[src/hdl/fpcb_pkg.sv]
// Shared types and constants for the flame pixel classifier and box tracker.
// No dependencies; imported by every module under hdl.

package fpcb_pkg;

	// Register reset values
	localparam int RED_THRESHOLD_RESET = 156;
	localparam int SAT_THRESHOLD_RESET = 7;
	localparam int IMAGE_WIDTH_RESET   = 640;
	localparam int IMAGE_HEIGHT_RESET  = 480;

	localparam int COORD_BITS_DEFAULT = 12;
	localparam int QUEUE_DEPTH        = 4;

	localparam int COLOR_BITS   = 8;
	localparam int CFG_IDX_BITS = 3;

	// Configuration register indexes
	typedef enum logic [CFG_IDX_BITS-1:0] {
		CFG_RED_THRESHOLD = 3'd0,
		CFG_SAT_THRESHOLD = 3'd1,
		CFG_ROI_LEFT      = 3'd2,
		CFG_ROI_TOP       = 3'd3,
		CFG_ROI_RIGHT     = 3'd4,
		CFG_ROI_BOTTOM    = 3'd5,
		CFG_IMAGE_WIDTH   = 3'd6,
		CFG_IMAGE_HEIGHT  = 3'd7
	} cfg_idx_t;

	// Queue status seen by the producer and consumer
	typedef struct packed {
		logic empty;
		logic full;
	} q_status_t;

endpackage

[src/hdl/fpcb_front.sv]
// Front end: region test and flame color rule, two pipeline stages.
// Depends on fpcb_pkg; feeds fpcb_queue.

module fpcb_front import fpcb_pkg::*; #(
	parameter int COORD_BITS = COORD_BITS_DEFAULT
) (
	input  logic                  clk,
	input  logic                  arst_n,
	input  logic                  in_valid,
	output logic                  in_stall,
	input  logic [7:0]            blue,
	input  logic [7:0]            green,
	input  logic [7:0]            red,
	input  logic [COORD_BITS-1:0] col,
	input  logic [COORD_BITS-1:0] row,
	input  logic                  frame_end,
	input  logic [7:0]            red_threshold,
	input  logic [7:0]            sat_threshold,
	input  logic [COORD_BITS-1:0] roi_left,
	input  logic [COORD_BITS-1:0] roi_top,
	input  logic [COORD_BITS-1:0] roi_right,
	input  logic [COORD_BITS-1:0] roi_bottom,
	input  logic [COORD_BITS:0]   image_width,
	input  logic [COORD_BITS:0]   image_height,
	input  q_status_t             q_status,
	output logic                  push,
	output logic                  flame,
	output logic [COORD_BITS-1:0] flame_col,
	output logic [COORD_BITS-1:0] flame_row,
	output logic                  flame_fend
);

	localparam int SUM_BITS  = COLOR_BITS + 2;
	localparam int LHS_BITS  = SUM_BITS + COLOR_BITS;
	localparam int P1_BITS   = 2 * COLOR_BITS;
	localparam int RHS_BITS  = P1_BITS + SUM_BITS;

	logic                  valid_s1, valid_s2;
	logic                  adv_s1, adv_s2;
	logic                  ready_s2;
	logic                  hit_s1, hit_s2;
	logic [SUM_BITS-1:0]   sum_s1;
	logic [LHS_BITS-1:0]   lhs_s1, lhs_s2;
	logic [P1_BITS-1:0]    p1_s1;
	logic [COORD_BITS-1:0] col_s1, col_s2, row_s1, row_s2;
	logic                  fend_s1, fend_s2;
	logic [RHS_BITS-1:0]   rhs_s2;
	logic [RHS_BITS-1:0]   rhs;

	logic                  in_reg, order_ok;
	logic [SUM_BITS-1:0]   sum;
	logic [SUM_BITS-1:0]   diff;

	assign ready_s2 = !valid_s2 || !q_status.full;
	assign push     = valid_s2 && !q_status.full;
	assign in_stall = valid_s1 && !ready_s2;
	assign adv_s1   = in_valid && !in_stall;
	assign adv_s2   = valid_s1 && ready_s2;

	always_comb begin
		in_reg = (col >= roi_left) && (col <= roi_right) && ({1'b0, col} < image_width) &&
			(row >= roi_top) && (row <= roi_bottom) && ({1'b0, row} < image_height);
		order_ok = (red > red_threshold) && (red >= green) && (green >= blue);
		sum  = SUM_BITS'(blue) + SUM_BITS'(green) + SUM_BITS'(red);
		// Only meaningful when blue is the minimum
		diff = sum - SUM_BITS'({blue, 1'b0}) - SUM_BITS'(blue);
	end

	// Stage 1: region, ordering, first products
	always_ff @(posedge clk or negedge arst_n) begin
		if (!arst_n) begin
			valid_s1 <= 1'b0;
		end else if (!in_stall) begin
			valid_s1 <= in_valid;
		end
	end

	always_ff @(posedge clk) begin
		if (adv_s1) begin
			hit_s1  <= in_reg && order_ok;
			sum_s1  <= sum;
			lhs_s1  <= LHS_BITS'(diff) * LHS_BITS'(red_threshold);
			p1_s1   <= P1_BITS'(8'd255 - red) * P1_BITS'(sat_threshold);
			col_s1  <= col;
			row_s1  <= row;
			fend_s1 <= frame_end;
		end
	end

	// Stage 2: second product, then compare on the way out
	always_ff @(posedge clk or negedge arst_n) begin
		if (!arst_n) begin
			valid_s2 <= 1'b0;
		end else if (ready_s2) begin
			valid_s2 <= valid_s1;
		end
	end

	always_ff @(posedge clk) begin
		if (adv_s2) begin
			hit_s2  <= hit_s1;
			lhs_s2  <= lhs_s1;
			rhs_s2  <= RHS_BITS'(p1_s1) * RHS_BITS'(sum_s1);
			col_s2  <= col_s1;
			row_s2  <= row_s1;
			fend_s2 <= fend_s1;
		end
	end

	assign rhs        = rhs_s2;
	assign flame      = hit_s2 && (RHS_BITS'(lhs_s2) > rhs);
	assign flame_col  = col_s2;
	assign flame_row  = row_s2;
	assign flame_fend = fend_s2;

endmodule

[src/hdl/fpcb_queue.sv]
// Short FIFO between the classifier front end and the tracker back end.
// Depends on fpcb_pkg for the status struct and default sizes.

module fpcb_queue import fpcb_pkg::*; #(
	parameter int WIDTH = 2 * COORD_BITS_DEFAULT + 2,
	parameter int DEPTH = QUEUE_DEPTH
) (
	input  logic             clk,
	input  logic             arst_n,
	input  logic             push,
	input  logic [WIDTH-1:0] push_data,
	input  logic             pop,
	output logic [WIDTH-1:0] pop_data,
	output q_status_t        status
);

	localparam int PTR_BITS = (DEPTH > 1) ? $clog2(DEPTH) : 1;
	localparam int CNT_BITS = $clog2(DEPTH + 1);

	logic [WIDTH-1:0]    mem_q [DEPTH];
	logic [PTR_BITS-1:0] wr_ptr_q, rd_ptr_q;
	logic [CNT_BITS-1:0] count_q;

	assign status.empty = (count_q == '0);
	assign status.full  = (count_q == CNT_BITS'(DEPTH));
	assign pop_data     = mem_q[rd_ptr_q];

	always_ff @(posedge clk) begin
		if (push) begin
			mem_q[wr_ptr_q] <= push_data;
		end
	end

	always_ff @(posedge clk or negedge arst_n) begin
		if (!arst_n) begin
			wr_ptr_q <= '0;
			rd_ptr_q <= '0;
			count_q  <= '0;
		end else begin
			if (push) begin
				wr_ptr_q <= (wr_ptr_q == PTR_BITS'(DEPTH - 1)) ? '0 : wr_ptr_q + 1'b1;
			end
			if (pop) begin
				rd_ptr_q <= (rd_ptr_q == PTR_BITS'(DEPTH - 1)) ? '0 : rd_ptr_q + 1'b1;
			end
			if (push && !pop) begin
				count_q <= count_q + 1'b1;
			end else if (pop && !push) begin
				count_q <= count_q - 1'b1;
			end
		end
	end

endmodule

[src/hdl/fpcb_back.sv]
// Back end: bounding-box tracker and output register.
// Depends on fpcb_pkg; drains fpcb_queue.

module fpcb_back import fpcb_pkg::*; #(
	parameter int COORD_BITS = COORD_BITS_DEFAULT
) (
	input  logic                  clk,
	input  logic                  arst_n,
	input  q_status_t             q_status,
	output logic                  pop,
	input  logic                  e_flame,
	input  logic [COORD_BITS-1:0] e_col,
	input  logic [COORD_BITS-1:0] e_row,
	input  logic                  e_fend,
	output logic                  out_valid,
	input  logic                  out_stall,
	output logic                  is_flame,
	output logic                  frame_done,
	output logic                  box_valid,
	output logic [COORD_BITS-1:0] box_left,
	output logic [COORD_BITS-1:0] box_top,
	output logic [COORD_BITS-1:0] box_right,
	output logic [COORD_BITS-1:0] box_bottom
);

	logic                  any_q;
	logic [COORD_BITS-1:0] min_col_q, min_row_q, max_col_q, max_row_q;
	logic                  out_valid_q;

	logic                  any_n;
	logic [COORD_BITS-1:0] min_col_n, min_row_n, max_col_n, max_row_n;
	logic                  report;

	assign pop       = !q_status.empty && (!out_valid_q || !out_stall);
	assign out_valid = out_valid_q;

	always_comb begin
		any_n     = any_q || e_flame;
		min_col_n = min_col_q;
		min_row_n = min_row_q;
		max_col_n = max_col_q;
		max_row_n = max_row_q;
		if (e_flame) begin
			if (!any_q || e_col < min_col_q) min_col_n = e_col;
			if (!any_q || e_col > max_col_q) max_col_n = e_col;
			if (!any_q || e_row < min_row_q) min_row_n = e_row;
			if (!any_q || e_row > max_row_q) max_row_n = e_row;
		end
		report = e_fend && any_n;
	end

	always_ff @(posedge clk or negedge arst_n) begin
		if (!arst_n) begin
			any_q       <= 1'b0;
			min_col_q   <= '0;
			min_row_q   <= '0;
			max_col_q   <= '0;
			max_row_q   <= '0;
			out_valid_q <= 1'b0;
		end else begin
			if (pop) begin
				// Clear the tracker once the frame-end item is reported
				any_q     <= e_fend ? 1'b0 : any_n;
				min_col_q <= e_fend ? '0 : min_col_n;
				min_row_q <= e_fend ? '0 : min_row_n;
				max_col_q <= e_fend ? '0 : max_col_n;
				max_row_q <= e_fend ? '0 : max_row_n;
			end
			if (pop) begin
				out_valid_q <= 1'b1;
			end else if (!out_stall) begin
				out_valid_q <= 1'b0;
			end
		end
	end

	always_ff @(posedge clk) begin
		if (pop) begin
			is_flame   <= e_flame;
			frame_done <= e_fend;
			box_valid  <= report;
			box_left   <= report ? min_col_n : '0;
			box_top    <= report ? min_row_n : '0;
			box_right  <= report ? max_col_n : '0;
			box_bottom <= report ? max_row_n : '0;
		end
	end

`ifndef SYNTHESIS
	a_box_only_at_end: assert property (@(posedge clk) disable iff (!arst_n)
		(out_valid && box_valid) |-> frame_done)
		else $error("box reported on an item that is not frame end");

	a_box_ordered: assert property (@(posedge clk) disable iff (!arst_n)
		(out_valid && box_valid) |-> (box_left <= box_right && box_top <= box_bottom))
		else $error("reported box has inverted edges");

	a_no_box_zero: assert property (@(posedge clk) disable iff (!arst_n)
		(out_valid && !box_valid) |->
		(box_left == '0 && box_top == '0 && box_right == '0 && box_bottom == '0))
		else $error("box fields not zero without a box");

	a_flame_sets_tracker: assert property (@(posedge clk) disable iff (!arst_n)
		(pop && e_flame && !e_fend) |=> any_q)
		else $error("tracker missed a flame item");

	a_tracker_cleared: assert property (@(posedge clk) disable iff (!arst_n)
		(pop && e_fend) |=> (!any_q && min_col_q == '0 && max_row_q == '0))
		else $error("tracker not cleared after frame end");
`endif

endmodule

[src/hdl/flame_pixel_classify_bbox_top.sv]
// Top level of the flame pixel classifier with bounding-box tracker.
// Depends on fpcb_pkg, fpcb_front, fpcb_queue and fpcb_back.

// Takes one BGR pixel per clock while in_stall is low, with its column, row and
// frame-end mark, and returns one result per pixel: the flame flag, and on the
// frame-end pixel the inclusive box of all flame pixels found since the last
// frame end. A pixel counts only inside the region of interest clamped to the
// image size. Throughput is one pixel per cycle without stalls; the path from
// input to output runs through two classifier stages, the queue and the output
// register. A four-entry queue lets the classifier keep taking pixels while the
// output is stalled, until the queue fills. Write configuration registers only while idle.

module flame_pixel_classify_bbox_top import fpcb_pkg::*; #(
	parameter int COORD_BITS = COORD_BITS_DEFAULT
) (
	input  logic                        clk,
	input  logic                        arst_n,
	input  logic                        cfg_we,
	input  logic [CFG_IDX_BITS-1:0]     cfg_index,
	input  logic [((COORD_BITS + 1 > COLOR_BITS) ? COORD_BITS + 1 : COLOR_BITS) - 1:0] cfg_data,
	input  logic                        in_valid,
	output logic                        in_stall,
	input  logic [7:0]                  blue,
	input  logic [7:0]                  green,
	input  logic [7:0]                  red,
	input  logic [COORD_BITS-1:0]       col,
	input  logic [COORD_BITS-1:0]       row,
	input  logic                        frame_end,
	output logic                        out_valid,
	input  logic                        out_stall,
	output logic                        is_flame,
	output logic                        frame_done,
	output logic                        box_valid,
	output logic [COORD_BITS-1:0]       box_left,
	output logic [COORD_BITS-1:0]       box_top,
	output logic [COORD_BITS-1:0]       box_right,
	output logic [COORD_BITS-1:0]       box_bottom
);

	localparam int IMG_BITS = COORD_BITS + 1;
	localparam int ENTRY_W  = 2 * COORD_BITS + 2;
	localparam logic [IMG_BITS-1:0] IMG_W_RST = IMG_BITS'(IMAGE_WIDTH_RESET);
	localparam logic [IMG_BITS-1:0] IMG_H_RST = IMG_BITS'(IMAGE_HEIGHT_RESET);

	logic [7:0]            red_threshold_q, sat_threshold_q;
	logic [COORD_BITS-1:0] roi_left_q, roi_top_q, roi_right_q, roi_bottom_q;
	logic [IMG_BITS-1:0]   image_width_q, image_height_q;

	q_status_t             q_status;
	logic                  push, pop;
	logic                  f_flame, f_fend;
	logic [COORD_BITS-1:0] f_col, f_row;
	logic [ENTRY_W-1:0]    push_data, pop_data;

	always_ff @(posedge clk or negedge arst_n) begin
		if (!arst_n) begin
			red_threshold_q <= 8'(RED_THRESHOLD_RESET);
			sat_threshold_q <= 8'(SAT_THRESHOLD_RESET);
			roi_left_q      <= '0;
			roi_top_q       <= '0;
			roi_right_q     <= '1;
			roi_bottom_q    <= '1;
			image_width_q   <= IMG_W_RST;
			image_height_q  <= IMG_H_RST;
		end else if (cfg_we) begin
			unique case (cfg_idx_t'(cfg_index))
				CFG_RED_THRESHOLD: red_threshold_q <= cfg_data[7:0];
				CFG_SAT_THRESHOLD: sat_threshold_q <= cfg_data[7:0];
				CFG_ROI_LEFT:      roi_left_q      <= cfg_data[COORD_BITS-1:0];
				CFG_ROI_TOP:       roi_top_q       <= cfg_data[COORD_BITS-1:0];
				CFG_ROI_RIGHT:     roi_right_q     <= cfg_data[COORD_BITS-1:0];
				CFG_ROI_BOTTOM:    roi_bottom_q    <= cfg_data[COORD_BITS-1:0];
				CFG_IMAGE_WIDTH:   image_width_q   <= cfg_data[IMG_BITS-1:0];
				CFG_IMAGE_HEIGHT:  image_height_q  <= cfg_data[IMG_BITS-1:0];
				default: ;
			endcase
		end
	end

	fpcb_front #(
		.COORD_BITS(COORD_BITS)
	) u_front (
		.clk          (clk),
		.arst_n       (arst_n),
		.in_valid     (in_valid),
		.in_stall     (in_stall),
		.blue         (blue),
		.green        (green),
		.red          (red),
		.col          (col),
		.row          (row),
		.frame_end    (frame_end),
		.red_threshold(red_threshold_q),
		.sat_threshold(sat_threshold_q),
		.roi_left     (roi_left_q),
		.roi_top      (roi_top_q),
		.roi_right    (roi_right_q),
		.roi_bottom   (roi_bottom_q),
		.image_width  (image_width_q),
		.image_height (image_height_q),
		.q_status     (q_status),
		.push         (push),
		.flame        (f_flame),
		.flame_col    (f_col),
		.flame_row    (f_row),
		.flame_fend   (f_fend)
	);

	assign push_data = {f_flame, f_col, f_row, f_fend};

	fpcb_queue #(
		.WIDTH(ENTRY_W),
		.DEPTH(QUEUE_DEPTH)
	) u_queue (
		.clk      (clk),
		.arst_n   (arst_n),
		.push     (push),
		.push_data(push_data),
		.pop      (pop),
		.pop_data (pop_data),
		.status   (q_status)
	);

	fpcb_back #(
		.COORD_BITS(COORD_BITS)
	) u_back (
		.clk       (clk),
		.arst_n    (arst_n),
		.q_status  (q_status),
		.pop       (pop),
		.e_flame   (pop_data[ENTRY_W-1]),
		.e_col     (pop_data[ENTRY_W-2 -: COORD_BITS]),
		.e_row     (pop_data[COORD_BITS -: COORD_BITS]),
		.e_fend    (pop_data[0]),
		.out_valid (out_valid),
		.out_stall (out_stall),
		.is_flame  (is_flame),
		.frame_done(frame_done),
		.box_valid (box_valid),
		.box_left  (box_left),
		.box_top   (box_top),
		.box_right (box_right),
		.box_bottom(box_bottom)
	);

endmodule
[config.mk]
export PLATFORM = sky130hd
export DESIGN_NAME = flame_pixel_classify_bbox_top
export DESIGN_NICKNAME = d
export VERILOG_FILES = /design/src/hdl/fpcb_pkg.sv /design/src/hdl/fpcb_front.sv /design/src/hdl/fpcb_queue.sv /design/src/hdl/fpcb_back.sv /design/src/hdl/flame_pixel_classify_bbox_top.sv
export SDC_FILE = /design/constraint.sdc
export NUM_CORES = 1
export LEC_CHECK = 0
export BUFFER_PORTS_ARGS = -buffer_cell sky130_fd_sc_hd__buf_4
export CAP_MARGIN = 40
export CELL_PAD_IN_SITES_DETAIL_PLACEMENT = 0
export CELL_PAD_IN_SITES_GLOBAL_PLACEMENT = 2
export CORE_MARGIN = 4
export CORE_UTILIZATION = 39
export DETAILED_ROUTE_END_ITERATION = 10
export PLACE_DENSITY_LB_ADDON = 0.15
export SYNTH_ARGS = -nofsm -noshare
export SYNTH_HDL_FRONTEND = slang
export SYNTH_SLANG_ARGS = --single-unit
[constraint.sdc]
create_clock -name clk -period 5 [get_ports clk]
set_clock_uncertainty 0.1 [all_clocks]
set_input_delay 0.5 -clock clk [delete_from_list [all_inputs] [get_ports clk]]
set_output_delay 0.5 -clock clk [all_outputs]
set_load 0.005 [all_outputs]
==> results.sh <==
export IMPL_status="complete, but fails checks"
export IMPL_violations="setup timing"
export IMPL_drtIter0Drc=915
export IMPL_multi_input_area_mm2=0.01714
export IMPL_ios=123
export IMPL_worstPathArrival_ps=7560
export IMPL_hold_slack_ps=40.74
export IMPL_m1WireLength_mm=35.06
export IMPL_drive_gt1_share_pct=27.22
export IMPL_hold_viol_final=0
export IMPL_rsz0062_at_grt="true"
export IMPL_clk_pin_slew_ps=60
export IMPL_utilization_pct=49.24
export IMPL_rr_endpoint="u_front.rhs[25]"
export IMPL_grt_pass1_wl_mm=118.0
export IMPL_worst_path_max_delay_cell="fa_2"
export IMPL_yosys_cell_types_count=67
export IMPL_slew_headroom_pct=44.79
export IMPL_fmax_mhz=136.3
export IMPL_drv_cap=0
export IMPL_dp_hpwl_mm=56.63
export IMPL_required_ps=5230
export IMPL_die_w_um=287.3
export IMPL_slew_violations=0
export IMPL_cts_tree="done"
export IMPL_cts_sinks=444
export IMPL_regToRegSetupSlack_ps=-230
export IMPL_n_fill_cell=7070
export IMPL_met2_length_mm=35.28
export IMPL_period_share_pct=146.7
export IMPL_cts_buffers=50
export IMPL_end_kind="flip-flop"
export IMPL_rr_worst_depth=18
export IMPL_dr_pass1_iters=5
export IMPL_synthCells=2636
export IMPL_fin_tns_setup_ps=-24940
export IMPL_crit_top_cell="fa_1"
export IMPL_crit_type="input pin to flip-flop"
export IMPL_synth_flop_cell="edfxtp_1"
export IMPL_first_global_vias=21420
export IMPL_grt_max_degree=71
export IMPL_antenna_found_initial=1
export IMPL_nets=3665
export IMPL_wl_met3_mm=2.489
export IMPL_die_area_mm2=0.08253
export IMPL_synth_seq_cells=444
export IMPL_io_buffers=122
export IMPL_gp_congestion=0.8225
export IMPL_detail_route_antenna_nets=0
export IMPL_cts_buffer_depth=3
export IMPL_hold_path_end="u_front.col_s1[9]"
export IMPL_min_delay_start="col[9]"
export IMPL_row_count=102
export IMPL_pre_cts_slack_ps=-3147
export IMPL_start_kind="input pin"
export IMPL_worst_slew_pin_slew_ps=823.8
export IMPL_core_mm2=0.07734
export IMPL_dr_max_layer_used="met5"
export IMPL_setup_slack_ps=-2334
export IMPL_htree_num_levels=2
export IMPL_syn_to_final_growth_pct=25.21
export IMPL_track_usage_pct=18.02
export IMPL_syn_avg_cell_area_um2=11.54
export IMPL_syn_nets=3237
export IMPL_ys_warn_count=0
export IMPL_regArea_mm2=0.01263
export IMPL_hold_path_class="input pin to flip-flop"
export IMPL_synth_edf_count=295
export IMPL_die_height_um=287.3
export IMPL_slowest_delay_ps=600
export IMPL_cts_root_buf="clkbuf_16"
export IMPL_start_util_pct=39.33
export IMPL_drcViolationCount=0
export IMPL_async_flop_share_pct=33.56
export IMPL_wirelength_mm=73.97
export IMPL_vias=20280
export IMPL_syn_cell_area_mm2=0.03042
export IMPL_grt_overflow_total=0
export IMPL_period_minus_slack_ps=7334
export IMPL_cp_max_fo=4
export IMPL_wire_per_inst_um=17.86
export IMPL_via_per_inst=4.897
export IMPL_ys_seq_area_share_pct=41.53
export IMPL_worstSkewPairLatency_ps=590
export IMPL_hold_path_depth=1
export IMPL_setup_violations=21
export IMPL_r2r_start="u_front.p1_s1[7]"
[metal layers]
layer  global-route usage [%]  up-vias
li1                         -     9825
met1                    25.33    10130
met2                    30.26      254
met3                    2.331       70
met4                    3.328        2
met5                        0        -
[state kept, by name (all words and copies together) (netlist names), 13 cells and up]
signal / cells
u_front.rhs: 26
image_width_q: 13
u_queue.mem_q: 104
u_front.lhs_s1: 18
u_front.p1_s1: 16
image_height_q: 13
u_front.lhs_s2: 18
[cell type report]
type,count,share of cell area [%]
Antenna cell,1,0.006571
Clock buffer,57,3.354
Clock inverter,32,1.078
Inverter,399,3.959
Multi-Input combinational cell,1727,45.01
Sequential cell,444,33.17
Tap cell,1040,3.417
Timing Repair Buffer,442,10.00
[stage by stage]
| step | area, µm² | cells |
|---|---|---|
| finish | 38090 | 4142 |
| global route | 38080 | 4141 |
| CTS | 37340 | 4111 |
| detailed placement | 34550 | 3971 |
| global placement | 34460 | 3963 |
| floorplan | 30690 | 2636 |
[cells in the mapped netlist (all sizes together), types with 3 or more instances]
library cell  number  area share [%]
inv              398             4.9
xor2              21            0.60
nand4b             6            0.17
o21ai            109             1.8
a21boi             6            0.15
mux2              62             2.3
o31ai              9            0.26
nand2b            43            0.88
o2111ai            5            0.14
nor3              19            0.31
a41oi              3           0.086
xnor2             45             1.3
nand2            202             2.5
o21bai             9            0.22
a31oi              5            0.10
and2             116             2.4
o31a               3           0.086
nor2b             63             1.3
edfxtp           295              29
o211ai             5            0.12
or2                5            0.10
a211oi            16            0.43
a21oi             89             1.5
a22o              47             1.4
dfstp             37             3.2
nand3             37            0.61
clkbuf            46            0.57
ha               326              13
fa               205              13
o21a              22            0.54
buf               20            0.37
mux4              26             1.9
and3               6            0.12
nand4             18            0.37
a21o              51             1.3
dfrtp            112             9.2
or3                5            0.10
mux2i             25            0.82
nor2              95             1.2
[worst max-delay path by stage]
stage | start | end | slack (ps) | depth (start not counted)
after floorplan | blue[0] | u_front.lhs_s1[17] | -2690 | 31
after global placement | blue[1] | u_front.lhs_s1[17] | -3010 | 35
after detailed placement | blue[1] | u_front.lhs_s1[17] | -3150 | 33
after CTS | blue[1] | u_front.lhs_s1[16] | -2190 | 39
after global routing | blue[1] | u_front.lhs_s1[16] | -2560 | 40
final | green[0] | u_front.lhs_s1[17] | -2330 | 32
[placed cells by master, fill, tap and decap left out, types with 16 or more instances in the layout]
master / n
a21oi_2: 16
inv_2: 24
nor2_1: 79
edfxtp_1: 295
nor2b_1: 62
o21ai_0: 85
buf_6: 48
dfstp_2: 37
buf_4: 364
fa_2: 16
mux2_2: 62
ha_4: 32
inv_1: 373
nand3_1: 35
mux4_2: 26
and2_4: 17
a21oi_1: 68
nand2_1: 182
clkbuf_16: 51
xor2_1: 18
ha_1: 289
o21a_1: 22
xnor2_1: 36
a21o_1: 51
nand2b_1: 42
nor3_1: 17
mux2i_1: 25
fa_1: 189
dfrtp_1: 112
and2_1: 99
a22o_1: 47
nand4_1: 18
[logic make-up (layout without fill, tap and decap cells)]
logic type | after synthesis | after routing | synth area share, %
multiplexers | 113 | 113 | 5.043
XOR/XNOR | 66 | 66 | 1.900
flip-flops | 444 | 444 | 41.53
AO/OA/AOI/OAI | 396 | 396 | 8.531
buffers and inverters | 465 | 930 | 5.857
other | 0 | 1 | 0
AND/OR/NAND/NOR | 621 | 621 | 10.23
adder cells (fa/ha/maj) | 531 | 531 | 26.90
[repair_timing]
item / in CTS / in global routing
resized for setup: 152 / 114
cloned: 2 / 1
hold buffers: 8 / 0
hold endpoints to repair: 44 / 0
pin swaps: 119 / 130
setup endpoints to repair: 28 / 29
setup buffers: 44 / 38
[worst max-delay path: cells and delay by family]
family	cells	cell delay, ps
adder cells (fa/ha/maj)	10	3970
AO/OA/AOI/OAI	9	1970
buffers and inverters	7	450
AND/OR/NAND/NOR	4	380
XOR/XNOR	2	270
Power is not shown: default switching activity piles up to over one toggle a cycle in this logic, so the estimate is an artifact.
